===== src/rtl/skt_pkg.sv =====
// ----------------------------------------------------------------------------
// skt_pkg
// Types, sizes and codes shared by the sorted key table files.
// ----------------------------------------------------------------------------
package skt_pkg;

  localparam int TABLE_DEPTH = 64;
  localparam int IDX_W       = $clog2(TABLE_DEPTH);
  localparam int CNT_W       = $clog2(TABLE_DEPTH + 1);
  localparam int KEY_W       = 32;
  localparam int PAY_W       = 32;

  localparam logic [CNT_W-1:0] DEPTH_CNT = CNT_W'(TABLE_DEPTH);

  localparam logic [1:0] KIND_INSERT = 2'd0;
  localparam logic [1:0] KIND_DELETE = 2'd1;
  localparam logic [1:0] KIND_LOOKUP = 2'd2;

  localparam logic [1:0] ST_OK      = 2'd0;
  localparam logic [1:0] ST_DUP     = 2'd1;
  localparam logic [1:0] ST_MISSING = 2'd2;
  localparam logic [1:0] ST_FULL    = 2'd3;

  typedef struct packed {
    logic [1:0]       kind;
    logic [KEY_W-1:0] key;
    logic [PAY_W-1:0] payload;
  } in_t;

  typedef struct packed {
    logic [1:0]       status;
    logic [5:0]       position;
    logic [PAY_W-1:0] found_payload;
    logic [6:0]       live_count;
  } out_t;

  typedef struct packed {
    logic [KEY_W-1:0] key;
    logic [PAY_W-1:0] payload;
  } entry_t;

  typedef struct packed {
    logic             we;
    logic [IDX_W-1:0] waddr;
    entry_t           wdata;
    logic [IDX_W-1:0] raddr;
  } mem_req_t;

endpackage


===== src/rtl/skt_ram.sv =====
// ----------------------------------------------------------------------------
// skt_ram
// Entry store: one write port, one read port, registered read data.
// ----------------------------------------------------------------------------
module skt_ram (
  input  logic              clk,
  input  skt_pkg::mem_req_t req,
  output skt_pkg::entry_t   rdata
);

  skt_pkg::entry_t mem [skt_pkg::TABLE_DEPTH];

  always_ff @(posedge clk) begin
    if (req.we) begin
      mem[req.waddr] <= req.wdata;
    end
    rdata <= mem[req.raddr];
  end

endmodule


===== config.mk =====
export PLATFORM = sky130hd
export DESIGN_NAME = skt_ram
export DESIGN_NICKNAME = d
export VERILOG_FILES = /design/src/rtl/skt_pkg.sv /design/src/rtl/skt_ram.sv
export SDC_FILE = /design/constraint.sdc
export NUM_CORES = 2
export LEC_CHECK = 0
export BUFFER_PORTS_ARGS = -buffer_cell sky130_fd_sc_hd__buf_2
export CAP_MARGIN = 20
export CORE_AREA = 2 2 692 694
export DETAILED_ROUTE_END_ITERATION = 10
export DIE_AREA = 0 0 694 696
export GPL_ROUTABILITY_DRIVEN = 1
export PLACE_DENSITY = 0.46
export SYNTH_ARGS = -nofsm -noshare
export SYNTH_HDL_FRONTEND = slang
export SYNTH_SLANG_ARGS = --single-unit

===== constraint.sdc =====
create_clock -name clk -period 6.5 [get_ports clk]
set_input_delay 0.65 -clock clk [delete_from_list [all_inputs] [get_ports clk]]
set_output_delay 0.65 -clock clk [all_outputs]
set_load 0.02 [all_outputs]

==> results by group <==
Layout
  – Most frequent cells in the layout: 4096 x edfxtp_1, 1024 x mux4_2, 452 x clkbuf_16
  – Layout cells sized above 1: 29.0%
  – Most common cell after layout, fill and taps aside: edfxtp_1
  – Layout net count: 7213
  – Area growth syn-to-layout: 16.2%

Synthesis
  – Post-Syn Area per Cell: 23.7 um2
  – Post-Syn Instances: 6598
  – Yosys cell types: 33
  – #FFs+latches synth: 4160
  – Syn_nets: 6676
  – YS warnings: 0
  – Mapped cell area: 156000 um2
  – Sequential fraction of the synthesis area: 79.5%

Global routing
  – Largest net degree at the start of global routing: 84
  – Initial antenna violation count: 57
  – Vias in the first global route: 77713
  – Grt ovf: 0
  – Gr usage total: 20.1%
  – First-pass GRT wire length: 672000 um

Clocking
  – CTS tree: done
  – Clock transition at path regs: 0.06 ns
  – Clock buffer depth: 4
  – Post CTS Setup Buffer Count: 0
  – Worst skew pair latency: 1.01 ns
  – TritonCTS Buffers: 446
  – Clock sinks: 4160
  – CTS H-Tree Depth: 5
  – Root Buffer: clkbuf_16

Route
  – Post-DRT Antenna Nets: 0
  – Routed len/inst: 35.8 um
  – DR pass1 iterations: 5
  – Routed wire length: 494000 um
  – Drc violations: 0
  – Initial DRC Count: 8380
  – DR vias: 75371
  – Vias/cell: 5.46

Placement
  – PortBufs: 141
  – DPL Wire Length: 270000 um
  – Routability Congestion: 0.759
  – Pre-CTS setup slack: 2.34 ns

Critical path
  – Worst setup SP type: input pin
  – Critical Path RT: 7.36 ns
  – Register-to-Register Path Depth: 5
  – Crit Path Max Fanout: 49
  – R2R setup slack: 4.11 ns
  – Critical path class: in -> reg
  – R2R Path End: rdata[19]$_DFF_P_
  – RR Startpoint: mem[55][19]$_DFFE_PP_
  – WP data arrival: 3.89 ns
  – Critical Path End Type: register

STA
  – Worst slew margin: 23.4%
  – Final min period: 3.03 ns
  – Worst slew pin tran: 1.15 ns
  – TNS Setup: 0 ns
  – Max Slew Vio Count: 0
  – Final Hold Viols: 0
  – Final worst slack: 3.47 ns
  – Count of final setup violators: 0
  – Clock skew: 0.0518 ns
  – Final period utilization: 46.6%
  – F_max: 330 MHz
  – RSZ-0062 raised after global routing: no

Floorplan
  – IO Count: 142
  – Die width: 694 um
  – Core Footprint: 476000 um2
  – Die ar.: 483000 um2
  – Die Y-Extent: 696 um
  – Row count: 254
  – Starting Density: 32.8%

Job
  – Max-Cap Viols: 0

Min path
  – Hold EP: mem[43][13]$_DFFE_PP_
  – Worst hold path class: in -> reg
  – Hold depth: 1
  – Worst Min Path Start: req[19]

Power and ir drop
  – Lkg Pwr: 56.1 nW
  – PD cells: 316 nW/um2
  – Worst VDD drop: 243 uV

Outcome
  – Status: finished, final reports clean
==> critical path: stages <==
cell and delay, ns:
buf_8 0.33, buf_4 0.71, buf_4 0.79, mux4_2 0.41, mux2i_1 0.39, nand2_1 0.12, a31oi_1 0.19, a211oi_1 0.06
==> area by class of cell <==
type | instances | area, um2
multi-input combinational | 2049 | 30800
sequential | 4160 | 124000
inverter | 19 | 71.3
antenna | 18 | 45.0
timing repair buffer | 459 | 4470
clock buffer | 598 | 12100
clock inverter | 222 | 2090
fill | 42330 | 295000
tap | 6272 | 7850
==> where the power goes <==
part	internal, mW	switching, mW	total, mW
sequential	29.7	0.145	29.8
clock	14.1	10.6	24.7
combinational	0.986	1.78	2.76
total	44.8	12.6	57.4
==> synth_stat cells <==
master,n,area [um2]
edfxtp_1,4096,123000
mux4_2,1024,23100
buf_2,170,851
a22oi_1,168,1260
clkbuf_1,140,526
mux2i_1,135,1350
nor2_1,112,420
a22o_1,88,771
o22ai_1,83,519
and3_1,64,400
dfxtp_1,64,1280
a211oi_1,63,473
nand2_1,58,218
nand3_1,45,225
o221ai_1,38,333
buf_4,34,255
or3_1,29,181
nor2b_1,28,175
or2_2,28,175
a41oi_1,26,228
buf_1,20,75.1
a2bb2oi_1,19,166
inv_1,19,71.3
a31oi_1,18,113
nand2b_1,11,68.8
buf_6,6,67.6
and2_1,3,18.8
nand3b_1,2,15.0
nand4_1,2,12.5
nor3_1,2,10.0
a31o_1,1,8.76
nand4b_1,1,8.76
or3b_2,1,8.76
==> registers in the layout (all words and copies together), names as in the netlist <==
register,count
rdata,64
mem,4096
==> layer usage <==
metal / GRT usage (%) / part of all wire (%) / vias up
met4: 5.01 / 2.5 / 10
met5: 0 / 0.012 / -
met1: 27.7 / 43 / 42560
met3: 2.96 / 5.6 / 608
li1: - / - / 29680
met2: 33.7 / 49 / 2513
==> worst max path at each step <==
stage                     slack (ns)                    to    start  cells after the start
final                           3.47     rdata[49]$_DFF_P_   req[2]                      8
after global routing            3.31      rdata[2]$_DFF_P_   req[0]                      8
after CTS                       3.44      rdata[2]$_DFF_P_   req[0]                      8
after detailed placement        2.34      rdata[2]$_DFF_P_   req[0]                      8
after global placement          2.33      rdata[2]$_DFF_P_   req[0]                      8
after floorplan                 0.41  mem[48][0]$_DFFE_PP_  req[73]                      4
==> through the flow <==
step | utilization (%) | instances | area [um2] | power, mW | hold slack, ns
after floorplan | - | 6598 | 156000 | 31.8 | 0.749
after global placement | 34.9 | 12892 | 166000 | 33.1 | 0.831
after detailed placement | 35.0 | 12904 | 167000 | 33.2 | 0.839
after CTS | 37.9 | 13724 | 181000 | 57.9 | 0.188
after global routing | 38.1 | 13786 | 182000 | 59.0 | 0.00412
final | 38.1 | 13797 | 182000 | 57.4 | 0.0303
==> cell families after synthesis <==
group / synth area share (%)
AOI/OAI and AO/OA: 2.48
buffers and inverters: 1.18
DFF: 79.5
muxes: 15.6
and+or+nand+nor: 1.24
==> what timing repair did <==
item / 4_1_cts / 5_1_grt
gates resized for setup: 0 / 0
hold endpoints to repair: 0 / 98
hold buffers: 0 / 19
Note: power is estimated with default switching activity, not from simulation.
