--- config.mk ---
export PLATFORM = sky130hd
export DESIGN_NAME = skt_ctrl
export DESIGN_NICKNAME = d
export VERILOG_FILES = /design/src/rtl/skt_pkg.sv /design/src/rtl/skt_ctrl.sv
export SDC_FILE = /design/constraint.sdc
export NUM_CORES = 1
export LEC_CHECK = 0
export BUFFER_PORTS_ARGS = -buffer_cell sky130_fd_sc_hd__buf_4
export CAP_MARGIN = 20
export CORE_ASPECT_RATIO = 1.2
export CORE_MARGIN = 5
export CORE_UTILIZATION = 48
export CTS_CLUSTER_SIZE = 40
export DETAILED_ROUTE_END_ITERATION = 10
export PLACE_DENSITY = 0.8
export SLEW_MARGIN = 20
export SYNTH_ARGS = -nofsm -noshare
export SYNTH_HDL_FRONTEND = slang
export SYNTH_SLANG_ARGS = --single-unit
--- constraint.sdc ---
create_clock -name clk -period 3.69 [get_ports clk]
set_input_delay 0.369 -clock clk [delete_from_list [all_inputs] [get_ports clk]]
set_output_delay 0.369 -clock clk [all_outputs]
set_load 0.02 [all_outputs]
--- src/rtl/skt_pkg.sv ---
// ----------------------------------------------------------------------------
// skt_pkg
// Types, sizes and codes shared by the sorted key table files.
// ----------------------------------------------------------------------------
package skt_pkg;

  localparam int TABLE_DEPTH = 64;
  localparam int IDX_W       = $clog2(TABLE_DEPTH);
  localparam int CNT_W       = $clog2(TABLE_DEPTH + 1);
  localparam int KEY_W       = 32;
  localparam int PAY_W       = 32;

  localparam logic [CNT_W-1:0] DEPTH_CNT = CNT_W'(TABLE_DEPTH);

  localparam logic [1:0] KIND_INSERT = 2'd0;
  localparam logic [1:0] KIND_DELETE = 2'd1;
  localparam logic [1:0] KIND_LOOKUP = 2'd2;

  localparam logic [1:0] ST_OK      = 2'd0;
  localparam logic [1:0] ST_DUP     = 2'd1;
  localparam logic [1:0] ST_MISSING = 2'd2;
  localparam logic [1:0] ST_FULL    = 2'd3;

  typedef struct packed {
    logic [1:0]       kind;
    logic [KEY_W-1:0] key;
    logic [PAY_W-1:0] payload;
  } in_t;

  typedef struct packed {
    logic [1:0]       status;
    logic [5:0]       position;
    logic [PAY_W-1:0] found_payload;
    logic [6:0]       live_count;
  } out_t;

  typedef struct packed {
    logic [KEY_W-1:0] key;
    logic [PAY_W-1:0] payload;
  } entry_t;

  typedef struct packed {
    logic             we;
    logic [IDX_W-1:0] waddr;
    entry_t           wdata;
    logic [IDX_W-1:0] raddr;
  } mem_req_t;

endpackage

--- src/rtl/skt_ctrl.sv ---
// ----------------------------------------------------------------------------
// skt_ctrl
// Sequencer: scans the entry store for the key, then for an insert or
// delete shifts entries up or down one at a time; builds the result.
// ----------------------------------------------------------------------------
module skt_ctrl (
  input  logic              clk,
  input  logic              rst,
  input  logic              item_valid,
  input  skt_pkg::in_t      item,
  output logic              item_stall,
  output skt_pkg::mem_req_t mem_req,
  input  skt_pkg::entry_t   rdata,
  output logic              done_valid,
  output skt_pkg::out_t     done,
  input  logic              done_take
);

  localparam logic [2:0] S_IDLE   = 3'd0;
  localparam logic [2:0] S_SCAN   = 3'd1;
  localparam logic [2:0] S_DECIDE = 3'd2;
  localparam logic [2:0] S_SHUP   = 3'd3;
  localparam logic [2:0] S_SHDN   = 3'd4;
  localparam logic [2:0] S_WRFIN  = 3'd5;
  localparam logic [2:0] S_DONE   = 3'd6;

  logic [2:0]                      state;
  logic [skt_pkg::CNT_W-1:0]       count;
  skt_pkg::in_t                    op;
  logic [skt_pkg::CNT_W-1:0]       ra;
  logic                            pv;
  logic [skt_pkg::IDX_W-1:0]       pi;
  logic [skt_pkg::CNT_W-1:0]       pos;
  logic                            hit;
  logic [skt_pkg::PAY_W-1:0]       hit_payload;
  skt_pkg::out_t                   res;

  logic [skt_pkg::CNT_W-1:0] cnt_m1;
  logic [skt_pkg::CNT_W-1:0] cnt_p1;
  logic [skt_pkg::CNT_W-1:0] pos_p1;
  logic [skt_pkg::CNT_W-1:0] pi_ext;
  logic [skt_pkg::CNT_W-1:0] pi_p1;
  logic                      accept;

  assign cnt_m1 = count - 1'b1;
  assign cnt_p1 = count + 1'b1;
  assign pos_p1 = pos + 1'b1;
  assign pi_ext = skt_pkg::CNT_W'(pi);
  assign pi_p1  = pi_ext + 1'b1;
  assign accept = item_valid && !item_stall;

  assign item_stall = (state != S_IDLE);
  assign done_valid = (state == S_DONE);
  assign done       = res;

  always_comb begin
    mem_req       = '0;
    mem_req.wdata = rdata;
    unique case (state)
      S_IDLE:  mem_req.raddr = '0;
      S_SCAN:  mem_req.raddr = ra[skt_pkg::IDX_W-1:0];
      S_DECIDE: begin
        if (op.kind == skt_pkg::KIND_INSERT) begin
          mem_req.raddr = cnt_m1[skt_pkg::IDX_W-1:0];
        end else begin
          mem_req.raddr = pos_p1[skt_pkg::IDX_W-1:0];
        end
      end
      S_SHUP: begin
        mem_req.we    = 1'b1;
        mem_req.waddr = pi_p1[skt_pkg::IDX_W-1:0];
        mem_req.raddr = pi - 1'b1;
      end
      S_SHDN: begin
        mem_req.we    = 1'b1;
        mem_req.waddr = pi - 1'b1;
        mem_req.raddr = pi_p1[skt_pkg::IDX_W-1:0];
      end
      S_WRFIN: begin
        mem_req.we            = 1'b1;
        mem_req.waddr         = pos[skt_pkg::IDX_W-1:0];
        mem_req.wdata.key     = op.key;
        mem_req.wdata.payload = op.payload;
      end
      default: mem_req.raddr = '0;
    endcase
  end

  always_ff @(posedge clk) begin
    if (rst) begin
      state <= S_IDLE;
      count <= '0;
      pv    <= 1'b0;
    end else begin
      unique case (state)
        S_IDLE: begin
          if (accept) begin
            op    <= item;
            pv    <= (count != '0);
            pi    <= '0;
            ra    <= skt_pkg::CNT_W'(1);
            state <= S_SCAN;
          end
        end
        S_SCAN: begin
          // the entry read last cycle is valid when pv is set
          if (pv && rdata.key == op.key) begin
            hit         <= 1'b1;
            pos         <= pi_ext;
            hit_payload <= rdata.payload;
            state       <= S_DECIDE;
          end else if (pv && rdata.key > op.key) begin
            hit   <= 1'b0;
            pos   <= pi_ext;
            state <= S_DECIDE;
          end else if (!pv) begin
            hit   <= 1'b0;
            pos   <= count;
            state <= S_DECIDE;
          end else begin
            pv <= (ra < count);
            pi <= ra[skt_pkg::IDX_W-1:0];
            ra <= ra + 1'b1;
          end
        end
        S_DECIDE: begin
          res.found_payload <= '0;
          res.live_count    <= count[6:0];
          res.status        <= skt_pkg::ST_OK;
          res.position      <= pos[5:0];
          priority if (op.kind == skt_pkg::KIND_INSERT) begin
            if (hit) begin
              res.status <= skt_pkg::ST_DUP;
              state      <= S_DONE;
            end else if (count >= skt_pkg::DEPTH_CNT) begin
              res.status   <= skt_pkg::ST_FULL;
              res.position <= '0;
              state        <= S_DONE;
            end else if (pos == count) begin
              state <= S_WRFIN;
            end else begin
              pi    <= cnt_m1[skt_pkg::IDX_W-1:0];
              state <= S_SHUP;
            end
          end else if (op.kind == skt_pkg::KIND_DELETE) begin
            if (!hit) begin
              res.status   <= skt_pkg::ST_MISSING;
              res.position <= '0;
              state        <= S_DONE;
            end else if (pos_p1 == count) begin
              count          <= cnt_m1;
              res.live_count <= cnt_m1[6:0];
              state          <= S_DONE;
            end else begin
              pi    <= pos_p1[skt_pkg::IDX_W-1:0];
              state <= S_SHDN;
            end
          end else begin
            // unused kind behaves as a lookup
            if (hit) begin
              res.found_payload <= hit_payload;
            end else begin
              res.status   <= skt_pkg::ST_MISSING;
              res.position <= '0;
            end
            state <= S_DONE;
          end
        end
        S_SHUP: begin
          // move entry pi up one place; stop after the insertion slot
          if (pi_ext == pos) begin
            state <= S_WRFIN;
          end else begin
            pi <= pi - 1'b1;
          end
        end
        S_SHDN: begin
          if (pi_p1 == count) begin
            count          <= cnt_m1;
            res.live_count <= cnt_m1[6:0];
            state          <= S_DONE;
          end else begin
            pi <= pi_p1[skt_pkg::IDX_W-1:0];
          end
        end
        S_WRFIN: begin
          count          <= cnt_p1;
          res.live_count <= cnt_p1[6:0];
          state          <= S_DONE;
        end
        S_DONE: begin
          if (done_take) begin
            state <= S_IDLE;
          end
        end
        default: state <= S_IDLE;
      endcase
    end
  end

endmodule

==> metrics <==
status complete, no violations; Initial Util 0.490; cells on worst reg2reg path 9; Clock transition at path regs roughly 0.07 ns; Hold WC Path Type in2reg; Wirelength per Cell slightly below 20 µm; worst r2r src op[51]; CP max FO 8; post-synthesis sequential area ratio 0.559; 1st-iter DRT viols 643; post-CTS sizing 0; GRT Resource Usage Total 0.234; pwr dens 599 nW/µm²; CP Capture Type output port; PnR Total Power about 7.3 mW; Post-CTS Setup Bufs 0; Pleak ~5.1 nW; top cells by count, synth edfxtp_1 (166), nand2_1 (68), o21ai_0 (55); DRT Pass-1 Iters 5; period utilization 0.870; core area roughly 19000 µm²; worst setup path end mem_req[4]; via count 7289; port bufs 259; largest net degree at the start of global routing 40; syn_nets just under 1000; worst clock skew ~0.0094 ns; maximum vdd drop approximately 330 µV; Synth Area per Inst about 11 µm²; count of final setup violators 0; slowest stage cell, crit path dfxtp_1; number of CTS-inserted buffers 17; final hold slack 0.110 ns; top-count cell post-synth edfxtp_1; vias per inst roughly 5.5; worst path arrival time about 2.8 ns; first-pass GRT wire length between 30 and 40 mm; worst setup path start count[1]; Layout Area Growth over Synthesis 30.0%; Setup TNS 0 ns; Yosys top cell area share 0.535; clk sinks 177; kind of critical path reg2out; Netlist cell types 71; ANT cells 0; chip width between 100 and 150 µm; initial antenna violation count 0; WL final around 26 mm; hpwl dp between 15 and 20 mm; Die ar. 22300 µm²; Final Net Count 1239; number of flops mapped to enable cells by yosys about 170; Gate Count Post-Synth between 800 and 900; Die Y between 150 and 200 µm; Fmax achieved around 310 MHz; # DRC 0; Area contributors post-synth edfxtp_1 (54%), ha_1 (5.9%), mux2_2 (4.5%); Primary FF master, synth edfxtp_1; CP required 3.32 ns; share of cells above drive strength 1 0.341; Post-DRT Antenna Nets 0; clk_lat worst skew between 0.4 and 0.5 ns; Multi-input gate area around 3700 µm²; final slew viol count 0; largest stage delay on the critical path 0.62 ns; Synth Cell Area between 9000 and 10000 µm²; gr ovfl total 0; worst-margin pin slew about 0.73 ns; Seq cells post-synth between 150 and 200; Placer Congestion roughly 0.93; Max clock buf depth 2; Final Critical Period about 3.2 ns; reg-to-reg slack, setup a little over 0.6 ns; RR Endpoint pos[4]; Root Driver clkbuf_16; Rel. slew slack 0.515; Synth async-reset ratio 0; vias in the first global route between 7000 and 8000; max cap viols 0; cell taking the most area after synthesis edfxtp_1; H-tree Lvls 4; Fill cells 1517; hold_buf cts 0; # rows between 50 and 60; synth warn 0; Critical Path, Cell by Cell inv_1 -> ha_1 -> nor3b_1 -> xnor2_1 -> nor2_1 -> o32a_1 -> o21ai_0 -> buf_4; CTS tree yes; CP Launch Type flip-flop; I/O pin count 260; RSZ-0062 raised after global routing no; storage element area 5200 µm²; Fin. Hold Viols 0
[critical path, delay by kind of cell (launching register included)]
family | cells | cell delay, ns
flops | 1 | 0.62
compound gates | 2 | 0.50
buf+inv | 2 | 0.41
fa+ha+maj | 1 | 0.31
simple gates | 2 | 0.29
xor+xnor | 1 | 0.29
[sequential cells by signal (all words and copies together) (netlist names), 3 cells and up]
| signal | count |
|---|---|
| op | 66 |
| done | 47 |
| hit_payload | 32 |
| count | 7 |
| pos | 7 |
| ra | 7 |
| pi | 6 |
| state | 3 |
[layout by cell type (no fill, tap or decap), drive strengths merged, types with 5 or more instances in the layout]
| master | netlist | routed |
|---|---|---|
| nand3 | 17 | 17 |
| and2 | 6 | 6 |
| edfxtp | 166 | 166 |
| xor2 | 18 | 18 |
| clkinv | 0 | 9 |
| xnor2 | 23 | 23 |
| o22ai | 8 | 8 |
| inv | 48 | 54 |
| dfxtp | 11 | 11 |
| and3 | 36 | 36 |
| mux2i | 5 | 5 |
| clkbuf | 32 | 17 |
| a21oi | 45 | 45 |
| mux2 | 38 | 38 |
| nor2b | 17 | 17 |
| nand4 | 9 | 9 |
| a21o | 8 | 8 |
| nor3 | 11 | 11 |
| ha | 44 | 44 |
| buf | 18 | 282 |
| o21ai | 56 | 56 |
| nand2b | 5 | 5 |
| nor2 | 52 | 52 |
| nand2 | 68 | 68 |
| nor3b | 6 | 6 |
[logic make-up (layout without fill, tap and decap cells)]
| logic type | count (synthesis) | count (layout) | share of synthesized area |
|---|---|---|---|
| and+or+nand+nor | 237 | 237 | 0.126 |
| DFF | 177 | 177 | 0.559 |
| AOI/OAI and AO/OA | 168 | 168 | 0.116 |
| buffers and inverters | 98 | 362 | 0.0439 |
| adders and majority gates | 44 | 44 | 0.0591 |
| xor gates and xnor gates | 43 | 43 | 0.0443 |
| muxes | 43 | 43 | 0.0513 |
[layer usage]
| metal | routed length (µm) | share of wire | vias up | GRT usage |
|---|---|---|---|---|
| li1 | - | - | 3467 | - |
| met1 | 9580 | 0.37 | 3392 | 0.283 |
| met2 | 12800 | 0.50 | 368 | 0.392 |
| met3 | 2220 | 0.087 | 62 | 0.0640 |
| met4 | 967 | 0.038 | 0 | 0.0966 |
| met5 | 0 | 0 | - | 0 |
[power breakdown]
part	total [mW]	leakage (nW)	switching [mW]	internal [mW]
clock network	1.70	0.274	0.821	0.883
registers	2.78	1.62	0.234	2.55
logic	2.77	3.22	1.63	1.14
total	7.26	5.11	2.68	4.57
[metrics by stage]
stage          setup WS [ns]  utilization  cell area (µm²)  instances
6_report               0.479        0.637            12100       1330
4_1_cts                0.520        0.637            12100       1330
3_3_place_gp           0.614        0.608            11600       1298
3_5_place_dp           0.557        0.608            11600       1298
2_1_floorplan          0.650            -             9320        810
5_1_grt                0.335        0.637            12100       1330
[worst min-delay path by stage]
stage | cells past startpoint | startpoint | end
global route | 1 | item[15] | op[15]
CTS | 1 | item[24] | op[24]
floorplan | 0 | rdata[0] | hit_payload[0]
global placement | 1 | hit_payload[10] | done[17]
finish | 1 | item[24] | op[24]
detailed placement | 1 | hit_payload[9] | done[16]
[cell type report]
class / instances / area share
repair buffers: 282 / 0.175
clock buffers: 17 / 0.0351
flip-flops and latches: 177 / 0.430
multi-input cells: 535 / 0.308
clock inverters: 15 / 0.0106
inverters: 48 / 0.0149
well taps: 256 / 0.0265
Note: power is estimated with default switching activity, not from simulation.
